==> src/hw/rtl/clpg_pkg.sv <==
package clpg_pkg;

   // coordinate and field widths
   localparam int CoordBits   = 16;
   localparam int ErrBits     = CoordBits + 2;
   localparam int DimBits     = 16;
   localparam int CmpBits     = (CoordBits > DimBits) ? CoordBits : DimBits;
   localparam int AddrBits    = 48;
   localparam int WordBits    = 32;
   localparam int ColorBits   = 24;
   localparam int ByteBits    = 8;
   localparam int PitchBits   = 18;
   localparam int WordsBits   = PitchBits - 2;
   localparam int ProdBits    = CoordBits + WordsBits;
   localparam int ShiftBits   = 5;

   // configuration port
   localparam int CsrIndexBits = 3;
   localparam int CsrDataBits  = AddrBits;

   localparam logic [CsrIndexBits-1:0] CsrBaseAddress  = 3'd0;
   localparam logic [CsrIndexBits-1:0] CsrScreenWidth  = 3'd1;
   localparam logic [CsrIndexBits-1:0] CsrScreenHeight = 3'd2;
   localparam logic [CsrIndexBits-1:0] CsrPitchBytes   = 3'd3;
   localparam logic [CsrIndexBits-1:0] CsrRedShift     = 3'd4;
   localparam logic [CsrIndexBits-1:0] CsrGreenShift   = 3'd5;
   localparam logic [CsrIndexBits-1:0] CsrBlueShift    = 3'd6;
   localparam logic [CsrIndexBits-1:0] CsrDisplayReady = 3'd7;

   // command codes
   localparam logic OpStart = 1'b0;
   localparam logic OpStep  = 1'b1;

   // command queue between front and walker
   localparam int QueueDepth     = 2;
   localparam int QueuePtrBits   = (QueueDepth > 1) ? $clog2(QueueDepth) : 1;
   localparam int QueueCountBits = $clog2(QueueDepth + 1);

   typedef struct packed {
      logic [AddrBits-1:0]  base_address;
      logic [DimBits-1:0]   screen_width;
      logic [DimBits-1:0]   screen_height;
      logic [PitchBits-1:0] pitch_bytes;
      logic [ShiftBits-1:0] red_shift;
      logic [ShiftBits-1:0] green_shift;
      logic [ShiftBits-1:0] blue_shift;
      logic                 display_ready;
   } csr_type;

   typedef struct packed {
      logic                 op;
      logic [CoordBits-1:0] x_begin;
      logic [CoordBits-1:0] y_begin;
      logic [CoordBits-1:0] x_finish;
      logic [CoordBits-1:0] y_finish;
      logic [CoordBits-1:0] delta_x;
      logic [CoordBits-1:0] delta_y;
      logic                 x_neg;
      logic                 y_neg;
      logic [WordBits-1:0]  color;
   } cmd_type;

   typedef struct packed {
      logic [CoordBits-1:0] x;
      logic [CoordBits-1:0] y;
      logic [WordBits-1:0]  color;
      logic                 write_enable;
      logic                 last_pixel;
   } pix_type;

   // place the three colour bytes at their configured shifts
   function automatic logic [WordBits-1:0] pack_color(input logic [ColorBits-1:0] rgb,
                                                      input csr_type csr);
      logic [WordBits-1:0] r;
      logic [WordBits-1:0] g;
      logic [WordBits-1:0] b;
      r = WordBits'(rgb[3*ByteBits-1:2*ByteBits]);
      g = WordBits'(rgb[2*ByteBits-1:ByteBits]);
      b = WordBits'(rgb[ByteBits-1:0]);
      return (r << csr.red_shift) | (g << csr.green_shift) | (b << csr.blue_shift);
   endfunction

endpackage

==> src/hw/rtl/clpg_req_if.sv <==
interface clpg_req_if import clpg_pkg::*; ();
   logic                 valid;
   logic                 ready;
   logic                 op;
   logic [CoordBits-1:0] x_begin;
   logic [CoordBits-1:0] y_begin;
   logic [CoordBits-1:0] x_finish;
   logic [CoordBits-1:0] y_finish;
   logic [ColorBits-1:0] color_rgb;

   modport source (output valid, op, x_begin, y_begin, x_finish, y_finish, color_rgb,
                   input ready);
   modport sink (input valid, op, x_begin, y_begin, x_finish, y_finish, color_rgb,
                 output ready);
endinterface

==> src/hw/rtl/clpg_rsp_if.sv <==
interface clpg_rsp_if import clpg_pkg::*; ();
   logic                valid;
   logic                ready;
   logic [AddrBits-1:0] pixel_address;
   logic [WordBits-1:0] pixel_word;
   logic                write_enable;
   logic                last_pixel;

   modport source (output valid, pixel_address, pixel_word, write_enable, last_pixel,
                   input ready);
   modport sink (input valid, pixel_address, pixel_word, write_enable, last_pixel,
                 output ready);
endinterface

==> src/hw/rtl/clipped_line_pixel_generator_core.sv <==
// Bresenham line engine producing one frame-memory pixel write per step.
// req_chan (valid/ready) takes command words: op start loads both endpoints
// and the colour, op step asks for the next pixel of the running line.
// rsp_chan (valid/ready) gives byte address, packed pixel word, write enable
// (clear when the point is off screen or the display is not ready) and a
// last flag on the endpoint, after which the engine is idle.
// csr_*: write enable, register index and data; the user must write registers
// only while the engine has no words in flight; the block does not enforce it.
// Throughput: one word per cycle on both channels while the receiver does not
// stall; the walker's error update is a subtract, an add and two compares.
// A step passes through the queue, the walker, the row multiply, and the
// address add and output register before its pixel shows on rsp_chan.
// Starts and idle steps give no pixel; starts are dropped while not ready.
// Reset (synchronous) clears the registers to zero, empties the queue and
// leaves the engine idle. When the receiver stalls, the walker and address
// stages hold, and the two-entry queue keeps taking words until full.
module clipped_line_pixel_generator_core import clpg_pkg::*; (
   input  logic                    clock,
   input  logic                    reset,
   clpg_req_if.sink                req_chan,
   clpg_rsp_if.source              rsp_chan,
   input  logic                    csr_write_enable,
   input  logic [CsrIndexBits-1:0] csr_index,
   input  logic [CsrDataBits-1:0]  csr_write_data
);

   csr_type csr_ff, csr_in;
   logic    q_valid;
   cmd_type q_cmd;
   logic    q_pop;
   logic    advance;
   logic    pix_valid;
   pix_type pix;

   // register writes
   always_comb begin
      csr_in = csr_ff;
      if (csr_write_enable) begin
         unique case (csr_index)
            CsrBaseAddress:  csr_in.base_address  = csr_write_data[AddrBits-1:0];
            CsrScreenWidth:  csr_in.screen_width  = csr_write_data[DimBits-1:0];
            CsrScreenHeight: csr_in.screen_height = csr_write_data[DimBits-1:0];
            CsrPitchBytes:   csr_in.pitch_bytes   = csr_write_data[PitchBits-1:0];
            CsrRedShift:     csr_in.red_shift     = csr_write_data[ShiftBits-1:0];
            CsrGreenShift:   csr_in.green_shift   = csr_write_data[ShiftBits-1:0];
            CsrBlueShift:    csr_in.blue_shift    = csr_write_data[ShiftBits-1:0];
            CsrDisplayReady: csr_in.display_ready = csr_write_data[0];
            default:         csr_in = csr_ff;
         endcase
      end
   end

   always_ff @(posedge clock) begin
      if (reset) begin
         csr_ff <= '0;
      end else begin
         csr_ff <= csr_in;
      end
   end

   // command intake and queue
   clpg_front u_front (
      .clock   (clock),
      .reset   (reset),
      .csr     (csr_ff),
      .req     (req_chan),
      .q_valid (q_valid),
      .q_cmd   (q_cmd),
      .q_pop   (q_pop)
   );

   // error walk
   clpg_walker u_walker (
      .clock     (clock),
      .reset     (reset),
      .csr       (csr_ff),
      .q_valid   (q_valid),
      .q_cmd     (q_cmd),
      .q_pop     (q_pop),
      .advance   (advance),
      .pix_valid (pix_valid),
      .pix       (pix)
   );

   // address generation and output register
   clpg_addr u_addr (
      .clock     (clock),
      .reset     (reset),
      .csr       (csr_ff),
      .pix_valid (pix_valid),
      .pix       (pix),
      .advance   (advance),
      .rsp       (rsp_chan)
   );

`ifndef SYNTHESIS
   // a full queue always has a word to offer the walker
   a_full_not_empty: assert property (@(posedge clock) disable iff (reset)
      !req_chan.ready |-> q_valid)
      else $error("queue full but empty");

   // the walker never takes from an empty queue
   a_pop_valid: assert property (@(posedge clock) disable iff (reset)
      q_pop |-> q_valid)
      else $error("pop from empty queue");

   // a start never produces a pixel
   a_start_silent: assert property (@(posedge clock) disable iff (reset)
      (q_pop && (q_cmd.op == OpStart)) |=> !pix_valid)
      else $error("pixel produced by a start word");
`endif

endmodule

==> src/hw/rtl/clpg_front.sv <==
module clpg_front import clpg_pkg::*; (
   input  logic    clock,
   input  logic    reset,
   input  csr_type csr,
   clpg_req_if.sink req,
   output logic    q_valid,
   output cmd_type q_cmd,
   input  logic    q_pop
);

   cmd_type                   q_mem_ff [QueueDepth];
   logic [QueuePtrBits-1:0]   wr_ptr_ff, wr_ptr_in;
   logic [QueuePtrBits-1:0]   rd_ptr_ff, rd_ptr_in;
   logic [QueueCountBits-1:0] count_ff, count_in;
   logic                      push;
   cmd_type                   cmd;

   // room in the queue decides acceptance
   assign req.ready = (count_ff != QueueCountBits'(QueueDepth));

   // starts are dropped here while the display is not ready
   assign push = req.valid && req.ready && ((req.op == OpStep) || csr.display_ready);

   // classify the word: line direction, magnitudes and packed colour
   always_comb begin
      cmd.op       = req.op;
      cmd.x_begin  = req.x_begin;
      cmd.y_begin  = req.y_begin;
      cmd.x_finish = req.x_finish;
      cmd.y_finish = req.y_finish;
      cmd.x_neg    = req.x_finish < req.x_begin;
      cmd.y_neg    = req.y_finish < req.y_begin;
      cmd.delta_x  = cmd.x_neg ? (req.x_begin - req.x_finish) : (req.x_finish - req.x_begin);
      cmd.delta_y  = cmd.y_neg ? (req.y_begin - req.y_finish) : (req.y_finish - req.y_begin);
      cmd.color    = pack_color(req.color_rgb, csr);
   end

   // queue pointers and fill count
   always_comb begin
      wr_ptr_in = wr_ptr_ff;
      rd_ptr_in = rd_ptr_ff;
      count_in  = count_ff;
      if (push) begin
         wr_ptr_in = (wr_ptr_ff == QueuePtrBits'(QueueDepth - 1)) ? '0 : wr_ptr_ff + 1'b1;
      end
      if (q_pop) begin
         rd_ptr_in = (rd_ptr_ff == QueuePtrBits'(QueueDepth - 1)) ? '0 : rd_ptr_ff + 1'b1;
      end
      if (push && !q_pop) begin
         count_in = count_ff + 1'b1;
      end else if (!push && q_pop) begin
         count_in = count_ff - 1'b1;
      end
   end

   always_ff @(posedge clock) begin
      if (reset) begin
         wr_ptr_ff <= '0;
         rd_ptr_ff <= '0;
         count_ff  <= '0;
      end else begin
         wr_ptr_ff <= wr_ptr_in;
         rd_ptr_ff <= rd_ptr_in;
         count_ff  <= count_in;
      end
   end

   // queue storage
   always_ff @(posedge clock) begin
      if (push) begin
         q_mem_ff[wr_ptr_ff] <= cmd;
      end
   end

   assign q_valid = (count_ff != '0);
   assign q_cmd   = q_mem_ff[rd_ptr_ff];

endmodule

==> src/hw/rtl/clpg_walker.sv <==
module clpg_walker import clpg_pkg::*; (
   input  logic    clock,
   input  logic    reset,
   input  csr_type csr,
   input  logic    q_valid,
   input  cmd_type q_cmd,
   output logic    q_pop,
   input  logic    advance,
   output logic    pix_valid,
   output pix_type pix
);

   logic                        busy_ff, busy_in;
   logic [CoordBits-1:0]        cur_x_ff, cur_x_in;
   logic [CoordBits-1:0]        cur_y_ff, cur_y_in;
   logic [CoordBits-1:0]        tgt_x_ff, tgt_x_in;
   logic [CoordBits-1:0]        tgt_y_ff, tgt_y_in;
   logic [CoordBits-1:0]        dx_ff, dx_in;
   logic [CoordBits-1:0]        dy_ff, dy_in;
   logic                        x_neg_ff, x_neg_in;
   logic                        y_neg_ff, y_neg_in;
   logic signed [ErrBits-1:0]   err_ff, err_in;
   logic [WordBits-1:0]         color_ff, color_in;
   logic                        pix_valid_ff, pix_valid_in;
   pix_type                     pix_ff, pix_in;
   logic signed [ErrBits:0]     e2, dx_wide, dy_wide;
   logic signed [ErrBits-1:0]   dx_err, dy_err;
   logic                        move_x, move_y, at_end, on_screen, is_step;

   assign q_pop   = q_valid && advance;
   assign is_step = q_pop && (q_cmd.op == OpStep) && busy_ff;

   // error walk decisions
   always_comb begin
      dx_err    = $signed(ErrBits'(dx_ff));
      dy_err    = $signed(ErrBits'(dy_ff));
      dx_wide   = $signed((ErrBits + 1)'(dx_ff));
      dy_wide   = $signed((ErrBits + 1)'(dy_ff));
      e2        = {err_ff, 1'b0};
      move_x    = e2 > -dy_wide;
      move_y    = e2 < dx_wide;
      at_end    = (cur_x_ff == tgt_x_ff) && (cur_y_ff == tgt_y_ff);
      on_screen = (CmpBits'(cur_x_ff) < CmpBits'(csr.screen_width)) &&
                  (CmpBits'(cur_y_ff) < CmpBits'(csr.screen_height));
   end

   // line state update
   always_comb begin
      busy_in  = busy_ff;
      cur_x_in = cur_x_ff;
      cur_y_in = cur_y_ff;
      tgt_x_in = tgt_x_ff;
      tgt_y_in = tgt_y_ff;
      dx_in    = dx_ff;
      dy_in    = dy_ff;
      x_neg_in = x_neg_ff;
      y_neg_in = y_neg_ff;
      err_in   = err_ff;
      color_in = color_ff;
      if (q_pop && (q_cmd.op == OpStart)) begin
         busy_in  = 1'b1;
         cur_x_in = q_cmd.x_begin;
         cur_y_in = q_cmd.y_begin;
         tgt_x_in = q_cmd.x_finish;
         tgt_y_in = q_cmd.y_finish;
         dx_in    = q_cmd.delta_x;
         dy_in    = q_cmd.delta_y;
         x_neg_in = q_cmd.x_neg;
         y_neg_in = q_cmd.y_neg;
         err_in   = $signed(ErrBits'(q_cmd.delta_x)) - $signed(ErrBits'(q_cmd.delta_y));
         color_in = q_cmd.color;
      end else if (is_step) begin
         if (at_end) begin
            busy_in = 1'b0;
         end else begin
            err_in = err_ff - (move_x ? dy_err : '0) + (move_y ? dx_err : '0);
            if (move_x) begin
               cur_x_in = x_neg_ff ? cur_x_ff - 1'b1 : cur_x_ff + 1'b1;
            end
            if (move_y) begin
               cur_y_in = y_neg_ff ? cur_y_ff - 1'b1 : cur_y_ff + 1'b1;
            end
         end
      end
   end

   // pixel for the address stage
   always_comb begin
      pix_valid_in        = is_step;
      pix_in.x            = cur_x_ff;
      pix_in.y            = cur_y_ff;
      pix_in.color        = color_ff;
      pix_in.write_enable = on_screen && csr.display_ready;
      pix_in.last_pixel   = at_end;
   end

   always_ff @(posedge clock) begin
      if (reset) begin
         busy_ff      <= 1'b0;
         pix_valid_ff <= 1'b0;
      end else begin
         busy_ff <= busy_in;
         if (advance) begin
            pix_valid_ff <= pix_valid_in;
         end
      end
   end

   always_ff @(posedge clock) begin
      cur_x_ff <= cur_x_in;
      cur_y_ff <= cur_y_in;
      tgt_x_ff <= tgt_x_in;
      tgt_y_ff <= tgt_y_in;
      dx_ff    <= dx_in;
      dy_ff    <= dy_in;
      x_neg_ff <= x_neg_in;
      y_neg_ff <= y_neg_in;
      err_ff   <= err_in;
      color_ff <= color_in;
      if (advance) begin
         pix_ff <= pix_in;
      end
   end

   assign pix_valid = pix_valid_ff;
   assign pix       = pix_ff;

endmodule

==> src/hw/rtl/clpg_addr.sv <==
module clpg_addr import clpg_pkg::*; (
   input  logic    clock,
   input  logic    reset,
   input  csr_type csr,
   input  logic    pix_valid,
   input  pix_type pix,
   output logic    advance,
   clpg_rsp_if.source rsp
);

   logic                 s1_valid_ff;
   logic [ProdBits-1:0]  s1_prod_ff, s1_prod_in;
   pix_type              s1_pix_ff;
   logic [ProdBits:0]    idx;
   logic                 rsp_valid_ff;
   logic [AddrBits-1:0]  addr_ff, addr_in;
   logic [WordBits-1:0]  word_ff;
   logic                 we_ff;
   logic                 last_ff;

   // whole back end holds while a finished word waits
   assign advance = !(rsp_valid_ff && !rsp.ready);

   // row offset in words
   assign s1_prod_in = ProdBits'(pix.y) * ProdBits'(csr.pitch_bytes[PitchBits-1:2]);

   // word index to byte address
   always_comb begin
      idx     = (ProdBits + 1)'(s1_prod_ff) + (ProdBits + 1)'(s1_pix_ff.x);
      addr_in = csr.base_address + AddrBits'({idx, 2'b00});
   end

   always_ff @(posedge clock) begin
      if (reset) begin
         s1_valid_ff  <= 1'b0;
         rsp_valid_ff <= 1'b0;
      end else if (advance) begin
         s1_valid_ff  <= pix_valid;
         rsp_valid_ff <= s1_valid_ff;
      end
   end

   always_ff @(posedge clock) begin
      if (advance) begin
         s1_prod_ff <= s1_prod_in;
         s1_pix_ff  <= pix;
         addr_ff    <= addr_in;
         word_ff    <= s1_pix_ff.color;
         we_ff      <= s1_pix_ff.write_enable;
         last_ff    <= s1_pix_ff.last_pixel;
      end
   end

   assign rsp.valid         = rsp_valid_ff;
   assign rsp.pixel_address = addr_ff;
   assign rsp.pixel_word    = word_ff;
   assign rsp.write_enable  = we_ff;
   assign rsp.last_pixel    = last_ff;

endmodule

==> src/flat_wrapper.sv <==
// flat-port wrapper written by rule: the top's interface ports become plain ports
module clipped_line_pixel_generator_core_flat import clpg_pkg::*;
  (clock, reset, csr_write_enable, csr_index, csr_write_data, req_chan_valid, req_chan_op, req_chan_x_begin, req_chan_y_begin, req_chan_x_finish, req_chan_y_finish, req_chan_color_rgb, req_chan_ready, rsp_chan_valid, rsp_chan_pixel_address, rsp_chan_pixel_word, rsp_chan_write_enable, rsp_chan_last_pixel, rsp_chan_ready);
  clpg_req_if req_chan_i ();
  clpg_rsp_if rsp_chan_i ();
  input  logic clock;
  input  logic reset;
  input  logic csr_write_enable;
  input  logic [CsrIndexBits-1:0] csr_index;
  input  logic [CsrDataBits-1:0] csr_write_data;
  input wire logic [$bits(req_chan_i.valid)-1:0] req_chan_valid;
  input wire logic [$bits(req_chan_i.op)-1:0] req_chan_op;
  input wire logic [$bits(req_chan_i.x_begin)-1:0] req_chan_x_begin;
  input wire logic [$bits(req_chan_i.y_begin)-1:0] req_chan_y_begin;
  input wire logic [$bits(req_chan_i.x_finish)-1:0] req_chan_x_finish;
  input wire logic [$bits(req_chan_i.y_finish)-1:0] req_chan_y_finish;
  input wire logic [$bits(req_chan_i.color_rgb)-1:0] req_chan_color_rgb;
  output wire logic [$bits(req_chan_i.ready)-1:0] req_chan_ready;
  output wire logic [$bits(rsp_chan_i.valid)-1:0] rsp_chan_valid;
  output wire logic [$bits(rsp_chan_i.pixel_address)-1:0] rsp_chan_pixel_address;
  output wire logic [$bits(rsp_chan_i.pixel_word)-1:0] rsp_chan_pixel_word;
  output wire logic [$bits(rsp_chan_i.write_enable)-1:0] rsp_chan_write_enable;
  output wire logic [$bits(rsp_chan_i.last_pixel)-1:0] rsp_chan_last_pixel;
  input wire logic [$bits(rsp_chan_i.ready)-1:0] rsp_chan_ready;
  assign req_chan_i.valid = req_chan_valid;
  assign req_chan_i.op = req_chan_op;
  assign req_chan_i.x_begin = req_chan_x_begin;
  assign req_chan_i.y_begin = req_chan_y_begin;
  assign req_chan_i.x_finish = req_chan_x_finish;
  assign req_chan_i.y_finish = req_chan_y_finish;
  assign req_chan_i.color_rgb = req_chan_color_rgb;
  assign req_chan_ready = req_chan_i.ready;
  assign rsp_chan_valid = rsp_chan_i.valid;
  assign rsp_chan_pixel_address = rsp_chan_i.pixel_address;
  assign rsp_chan_pixel_word = rsp_chan_i.pixel_word;
  assign rsp_chan_write_enable = rsp_chan_i.write_enable;
  assign rsp_chan_last_pixel = rsp_chan_i.last_pixel;
  assign rsp_chan_i.ready = rsp_chan_ready;
  clipped_line_pixel_generator_core u_core (.clock(clock), .reset(reset), .req_chan(req_chan_i), .rsp_chan(rsp_chan_i), .csr_write_enable(csr_write_enable), .csr_index(csr_index), .csr_write_data(csr_write_data));
endmodule
==> config.mk <==
export PLATFORM = sky130hd
export DESIGN_NAME = clipped_line_pixel_generator_core_flat
export DESIGN_NICKNAME = d
export VERILOG_FILES = /design/src/hw/rtl/clpg_pkg.sv /design/src/hw/rtl/clpg_req_if.sv /design/src/hw/rtl/clpg_rsp_if.sv /design/src/hw/rtl/clipped_line_pixel_generator_core.sv /design/src/hw/rtl/clpg_front.sv /design/src/hw/rtl/clpg_walker.sv /design/src/hw/rtl/clpg_addr.sv /design/src/flat_wrapper.sv
export SDC_FILE = /design/constraint.sdc
export NUM_CORES = 2
export LEC_CHECK = 0
export BUFFER_PORTS_ARGS = -buffer_cell sky130_fd_sc_hd__buf_2
export CORE_ASPECT_RATIO = 0.5
export CORE_MARGIN = 2
export CORE_UTILIZATION = 45
export CTS_CLUSTER_SIZE = 20
export DETAILED_ROUTE_END_ITERATION = 12
export HOLD_SLACK_MARGIN = 0.06
export PLACE_DENSITY = 0.59
export SYNTH_ARGS = -nofsm -noshare
export SYNTH_HDL_FRONTEND = slang
export SYNTH_SLANG_ARGS = --single-unit
==> constraint.sdc <==
create_clock -name clock -period 17.9 [get_ports clock]
set_clock_uncertainty 0.15 [all_clocks]
set_input_delay 0.895 -clock clock [delete_from_list [all_inputs] [get_ports clock]]
set_output_delay 0.895 -clock clock [all_outputs]
set_load 0.01 [all_outputs]
# After elaboration in Yosys (flattened, before gate mapping)
# Memory sizes are Yosys's and may differ from the RTL's. A register that Yosys moved wholly into a read port is not among the register bits.
# Index checks and enable logic that the tools add are counted.
[totals]
reg_bits = 500
ram_bits = 262
input_bits = 145
out_inout_bits = 84
word_cells = 146
mem_count = 1
[classes]
addsub = 18
mul = 1
n_lt_le_gt_ge = 6
n_eq_ne = 11
shifts = 3
muxes = 28
bitwise_logic = 3
reduce_logical = 36
[memory_table]
columns = ["name", "words", "width", "read_ports", "rd_ports_with_merged_regs", "wr", "line_no", "source"]
rows = [
  ["u_core.u_front.q_mem_ff", 2, 131, 1, 1, 1, "clpg_front.sv:11", "cmd_type q_mem_ff [QueueDepth];"],
]
[ops]
columns = ["op", "n"]
rows = [
  ["2-to-1 mux 16 bit", 14],
  ["left shift 8 x 5 -> 32 bit", 3],
  ["less-than comparator 16 bit", 4],
  ["bitwise OR 32 bit", 2],
  ["subtractor 16 bit", 4],
  ["2-to-1 mux 18 bit", 3],
  ["adder 48 x 35 -> 48 bit", 1],
  ["adder 32 x 16 -> 33 bit", 1],
  ["adder 16 x 1 -> 16 bit, second input constant", 2],
  ["equality test 16 bit", 2],
  ["multiplier 16 x 16 -> 32 bit", 1],
  ["subtractor 16 x 1 -> 16 bit, second input constant", 2],
  ["AND reduction 2 bit", 10],
  ["> comparator 19 bit", 1],
  ["less-than comparator 19 x 17 -> 1 bit", 1],
  ["negator 16 -> 19 bit", 1],
  ["adder 18 x 16 -> 18 bit", 1],
  ["subtractor 18 x 16 -> 18 bit", 1],
  ["subtractor 16 x 16 -> 17 bit", 1],
  ["equality test 3 bit, second input constant", 4],
  ["logical AND 1 bit", 12],
  ["nonzero test 2 bit", 6],
  ["2-to-1 mux 1 bit", 9],
  ["equality test 3 x 2 -> 1 bit, second input constant", 2],
  ["other kinds (12)", 18],
]

# Longest topological paths before layout
[logic_depth]
ltp_word = 8
mapped_depth = 28
depth_no_buf = 28

# Modules after synthesis
# Synthesis repeated with hierarchy kept, for this count alone.
[hier_totals]
cells_unflattened = 4301
area_unflattened_um2 = 48699.2
[by_module_without_submodules]
columns = ["mod", "n_inst", "cells_each", "area_each_um2", "seq_area_each_um2"]
rows = [
  ["clpg_addr", 1, 1605, 16713.5, 4964.8],
  ["clpg_front", 1, 1172, 14704.1, 7967.6],
  ["clpg_walker", 1, 1091, 12564.6, 6466.2],
  ["clipped_line_pixel_generator_core", 1, 433, 4717.0, 2282.2],
]

# Worst setup path before layout
# OpenSTA, ideal clock, no wires.
[synth_path]
path_type = "input-to-reg"
startpoint = "input req_chan_valid"
endpoint = "memory u_core.u_front.q_mem_ff[0][0] (netlist bit), enable pin"
setup_time_ns = 0.639
t_arrival_ns = 6.858
t_required_ns = 17.111
setup_slack_ns = 10.254
cell_stages = 2
n_path_buf = 0
cell_sequence = "o211a_1 -> nor2b_1"
[synth_between]
elab_chain_len = 4
[synth_rtl]
columns = ["item", "line_no", "source"]
rows = [
  ["start: declaration", "flat_wrapper.sv:11", "input wire logic [$bits(req_chan_i.valid)-1:0] req_chan_valid;"],
  ["logical AND 1 bit (2 in series)", "clpg_front.sv:22", "assign push = req.valid && req.ready && ((req.op == OpStep) || csr.display_ready);"],
  ["2-to-1 mux 1 bit", "clpg_front.sv:70", "if (push) begin"],
  ["2-to-1 mux 1 bit (implied by the code)", "clpg_front.sv:71", "q_mem_ff[wr_ptr_ff] <= cmd;"],
  ["end: declaration", "clpg_front.sv:11", ""],
]
# Every way passes these cells.

# Worst setup path after layout
[layout_path]
startpoint = "register u_core.u_walker.pix_ff, in the netlist u_core.u_walker.pix[44]"
endpoint = "register u_core.u_addr.s1_prod_ff[29] (data pin)"
[layout_between]
elab_chain_len = 1
[layout_rtl]
columns = ["item", "line_no", "source"]
rows = [
  ["start: declaration", "clpg_walker.sv:25", "pix_type pix_ff, pix_in;"],
  ["start signal: assignment", "clpg_walker.sv:121", "pix_ff <= pix_in;"],
  ["multiplier 16 x 16 -> 32 bit", "clpg_addr.sv:25", "assign s1_prod_in = ProdBits'(pix.y) * ProdBits'(csr.pitch_bytes[PitchBits-1:2]);"],
  ["net u_core.u_addr.s1_prod_in[29]", "clpg_addr.sv:12", "logic [ProdBits-1:0] s1_prod_ff, s1_prod_in;"],
  ["end signal: assignment", "clpg_addr.sv:45", "s1_prod_ff <= s1_prod_in;"],
  ["end: declaration", "clpg_addr.sv:12", ""],
]
# The timed path passes the listed nets, and every way through them passes these cells.
# A chain may end at the register's enable or synchronous reset.

==> results.yml <==
drt:
  via_per_inst: 5.38
  wl_per_cell_um: 20.2
  dr.pass1.iters: 6
  wirelength_mm: 120
  vias: 31800
  drc_errors: 0
  postRouteAntennaNets: 0
  drt_iter0_drc: 2156
critical_path:
  slowest_delay_ns: 0.63
  critPathKind: "reg2reg"
  startpoint_type: "flip-flop"
  timing.reg2reg.setup_slack_ns: 11.00
  r2r-end: "u_core.u_addr.s1_prod_ff[29]$_DFFE_PN_"
  cp_top_family: "adder cells"
  path_buf_inv: 4
  reg2reg_depth: 21
  required_ns: 18.17
  cp-end-kind: "flip-flop"
  crit_chain: "and2_1, fa_1, inv_1, fa_1, inv_1, fa_1, fa_1, fa_1, inv_1, fa_1, inv_1, ha_1, a211oi_1, o21ai_0, o21ai_0, o211ai_1, nand2_1, o21ai_0, a211oi_1, a21oi_1, xor2_1"
  path_max_fanout: 16
  worstPathArrival_ns: 7.17
  r2r_start: "u_core.u_walker.pix[44]$_DFFE_PN_"
  worst_path_most_repeated_cell: "fa_1"
  crit_slowest_cell: "edfxtp_1"
layout:
  post_route_cells_drive_above_1_share_pct: 11.1
  multi_input_area_um2: 23100
  layout.cells.non_filler: 5910
  fin_area_um2: 52000
  syn_to_final_growth_pct: 10.6
  final_nets: 5151
  post-route-util_pct: 50.5
  fillers: 9282
  seq_area_um2: 21600
clock_network:
  clockBufferDepth: 3
  cts-resized-gates: 0
  postCtsHoldBufs: 0
  path_clk_slew_ns: 0.06
  cts.sinks: 761
  cts_buffers: 73
  cts_setup_buffers: 0
  clk_latency_ns: 0.69
  cts_tree: "built"
  root_buffer: "clkbuf_16"
  htree_levels: 3
floorplanning:
  start_util_pct: 45.6
  die_h_um: 233
  die_w_um: 461
  design.core.area_um2: 103000
  fp.dieArea_um2: 107000
  pin_count: 229
  rows: 83
place:
  dp_hpwl_mm: 88.6
  dpl_cell_area_um2: 49500
  gp_congestion: 0.924
  numPlacedInstances: 5771
  io_buffer_count: 228
synth:
  ys_types: 82
  synth_nets: 4988
  synthFlopType: "edfxtp_1"
  synth_area_um2: 47000
  ys_seq_area_share_pct: 46.0
  ys_warn_count: 0
  postSynthCellCount: 4281
  synth_area_per_cell_um2: 11.0
  ys_seq_elements: 761
  async_reset_ff_share_pct: 0
  synth_edf_count: 640
grt:
  antenna_found_initial: 14
  grt_pass1_vias: 31800
  grt_pass1_wl_mm: 185
  grt_start_max_net_pins: 132
  track_usage_pct: 22.4
  grt-ovfl-total: 0
min_path:
  holdCritStartpoint: "u_core.u_walker.pix[11]$_DFFE_PN_"
  min_to: "u_core.u_addr.s1_pix_ff[11]$_DFFE_PN_"
  min_path_cells: 0
  holdCritPathClass: "reg2reg"
timing:
  fmax_mhz: 145
  slew_headroom_pct: 17.7
  finalSetupViolations: 0
  fin_crit_sh_pct: 38.6
  setup_tns_ns: 0
  maxSlewViolCount: 0
  rsz0062_at_grt: "false"
  finalHoldViolCount: 0
  tightest_slew_ns: 1.23
  finalCriticalPeriod_ns: 6.90
power:
  vdd_ir_drop_max_mv: 0.104
  powerDensity_nw_per_um2: 139
  leakage_nw: 21.7
  power.total_mw: 7.24
run_status:
  outcome: "complete, no violations"
flow_run:
  timing.max_cap.violations: 0
[per-layer routing]
layer  up-vias  share of wire [%]  wire length, um  GRT usage [%]
li1      15200                  -                -              -
met1     15800                 47            56300           31.7
met2       660                 47            56200           36.8
met3       151                3.8             4500           2.83
met4         8                2.1             2550           5.25
met5         -              0.047               56              0
[cells in the mapped netlist, types with 53 or more instances]
library cell | n | area, um^2
xnor2_1 | 139 | 1220
xor2_1 | 81 | 709
ha_1 | 343 | 4290
inv_1 | 460 | 1730
o21ai_0 | 152 | 761
nor2b_1 | 59 | 369
a21o_1 | 89 | 668
nand3_1 | 53 | 265
clkbuf_1 | 139 | 522
fa_1 | 219 | 4380
dfxtp_1 | 121 | 2420
a21oi_1 | 284 | 1420
nor2_1 | 151 | 567
mux2i_1 | 86 | 861
mux2_2 | 108 | 1220
edfxtp_1 | 640 | 19200
and2_1 | 129 | 807
nand2_1 | 548 | 2060
[cells in the final DEF, fill, tap and decap left out, types with 35 or more instances in the layout]
cell,Yosys,routed
ha_1,343,343
nand3_1,53,53
and2_1,129,128
nor3_1,36,35
nor2_1,151,151
xnor2_1,139,139
a21o_1,89,89
mux2i_1,86,86
buf_2,1,227
mux2_2,108,108
fa_1,219,219
nand2b_1,44,44
nand2_1,548,548
a21oi_1,284,283
dfxtp_1,121,120
nand4_1,35,35
edfxtp_1,640,640
clkbuf_16,0,74
nor2b_1,59,58
o21ai_0,152,152
inv_1,460,458
xor2_1,81,81
[cell families after synthesis]
kind of cell	share of synthesized area [%]
and+or+nand+nor	11.3
xor gates and xnor gates	4.10
DFF	46.0
buffers and inverters	4.98
AOI/OAI and AO/OA	10.7
muxes	4.42
adders and majority gates	18.5
[layout make-up]
cell class | instances | area share, %
Sequential cell | 761 | 41.6
Multi-Input combinational cell | 2904 | 44.3
Clock inverter | 42 | 1.10
Timing Repair Buffer | 243 | 2.44
Tap cell | 1402 | 3.37
Antenna cell | 6 | 0.0289
Inverter | 461 | 3.35
Clock buffer | 91 | 3.76
[registers in the layout (all words and copies together), names as in the netlist, 2 cells and up, named ones only]
name	flops
u_core.u_walker.pix	66
u_core.csr_ff	112
u_core.u_walker.tgt_x_ff	16
u_core.u_walker.cur_y_ff	16
u_core.u_walker.dy_ff	16
u_core.u_walker.dx_ff	16
u_core.u_front.q_mem_ff	262
u_core.u_addr.rsp.pixel_address	48
u_core.u_front.count_ff	2
u_core.u_addr.rsp.pixel_word	32
u_core.u_walker.err_ff	18
u_core.u_walker.tgt_y_ff	16
u_core.u_walker.cur_x_ff	16
u_core.u_walker.color_ff	32
u_core.u_addr.s1_prod_ff	32
u_core.u_addr.s1_pix_ff	50
[per-stage QoR]
step	worst slack [ns]	hold WS (ns)
after floorplan	10.25	0.250
after global placement	11.05	0.251
after detailed placement	10.98	0.255
after CTS	10.97	0.230
after global routing	10.49	0.257
final	11.00	0.262
[worst max-delay path by stage]
stage                                              end  cells past startpoint  slack [ns]                         startpoint
4_1_cts         u_core.u_addr.s1_prod_ff[29]$_DFFE_PN_                     21       10.97  u_core.u_walker.pix[44]$_DFFE_PN_
6_report        u_core.u_addr.s1_prod_ff[29]$_DFFE_PN_                     21       11.00  u_core.u_walker.pix[44]$_DFFE_PN_
3_5_place_dp    u_core.u_addr.s1_prod_ff[29]$_DFFE_PN_                     21       10.98  u_core.u_walker.pix[44]$_DFFE_PN_
5_1_grt         u_core.u_addr.s1_prod_ff[29]$_DFFE_PN_                     21       10.49  u_core.u_walker.pix[44]$_DFFE_PN_
2_1_floorplan  u_core.u_front.q_mem_ff[0][0]$_DFFE_PP_                      2       10.25                     req_chan_valid
3_3_place_gp    u_core.u_addr.s1_prod_ff[29]$_DFFE_PN_                     21       11.05  u_core.u_walker.pix[43]$_DFFE_PN_
[power breakdown]
part           total, mW  switching (mW)  internal [mW]
sequential          2.81           0.351           2.46
clock               1.64           0.719          0.923
combinational       2.79            1.62           1.17
total               7.24            2.69           4.55
Power figures use the tool's default switching activity.
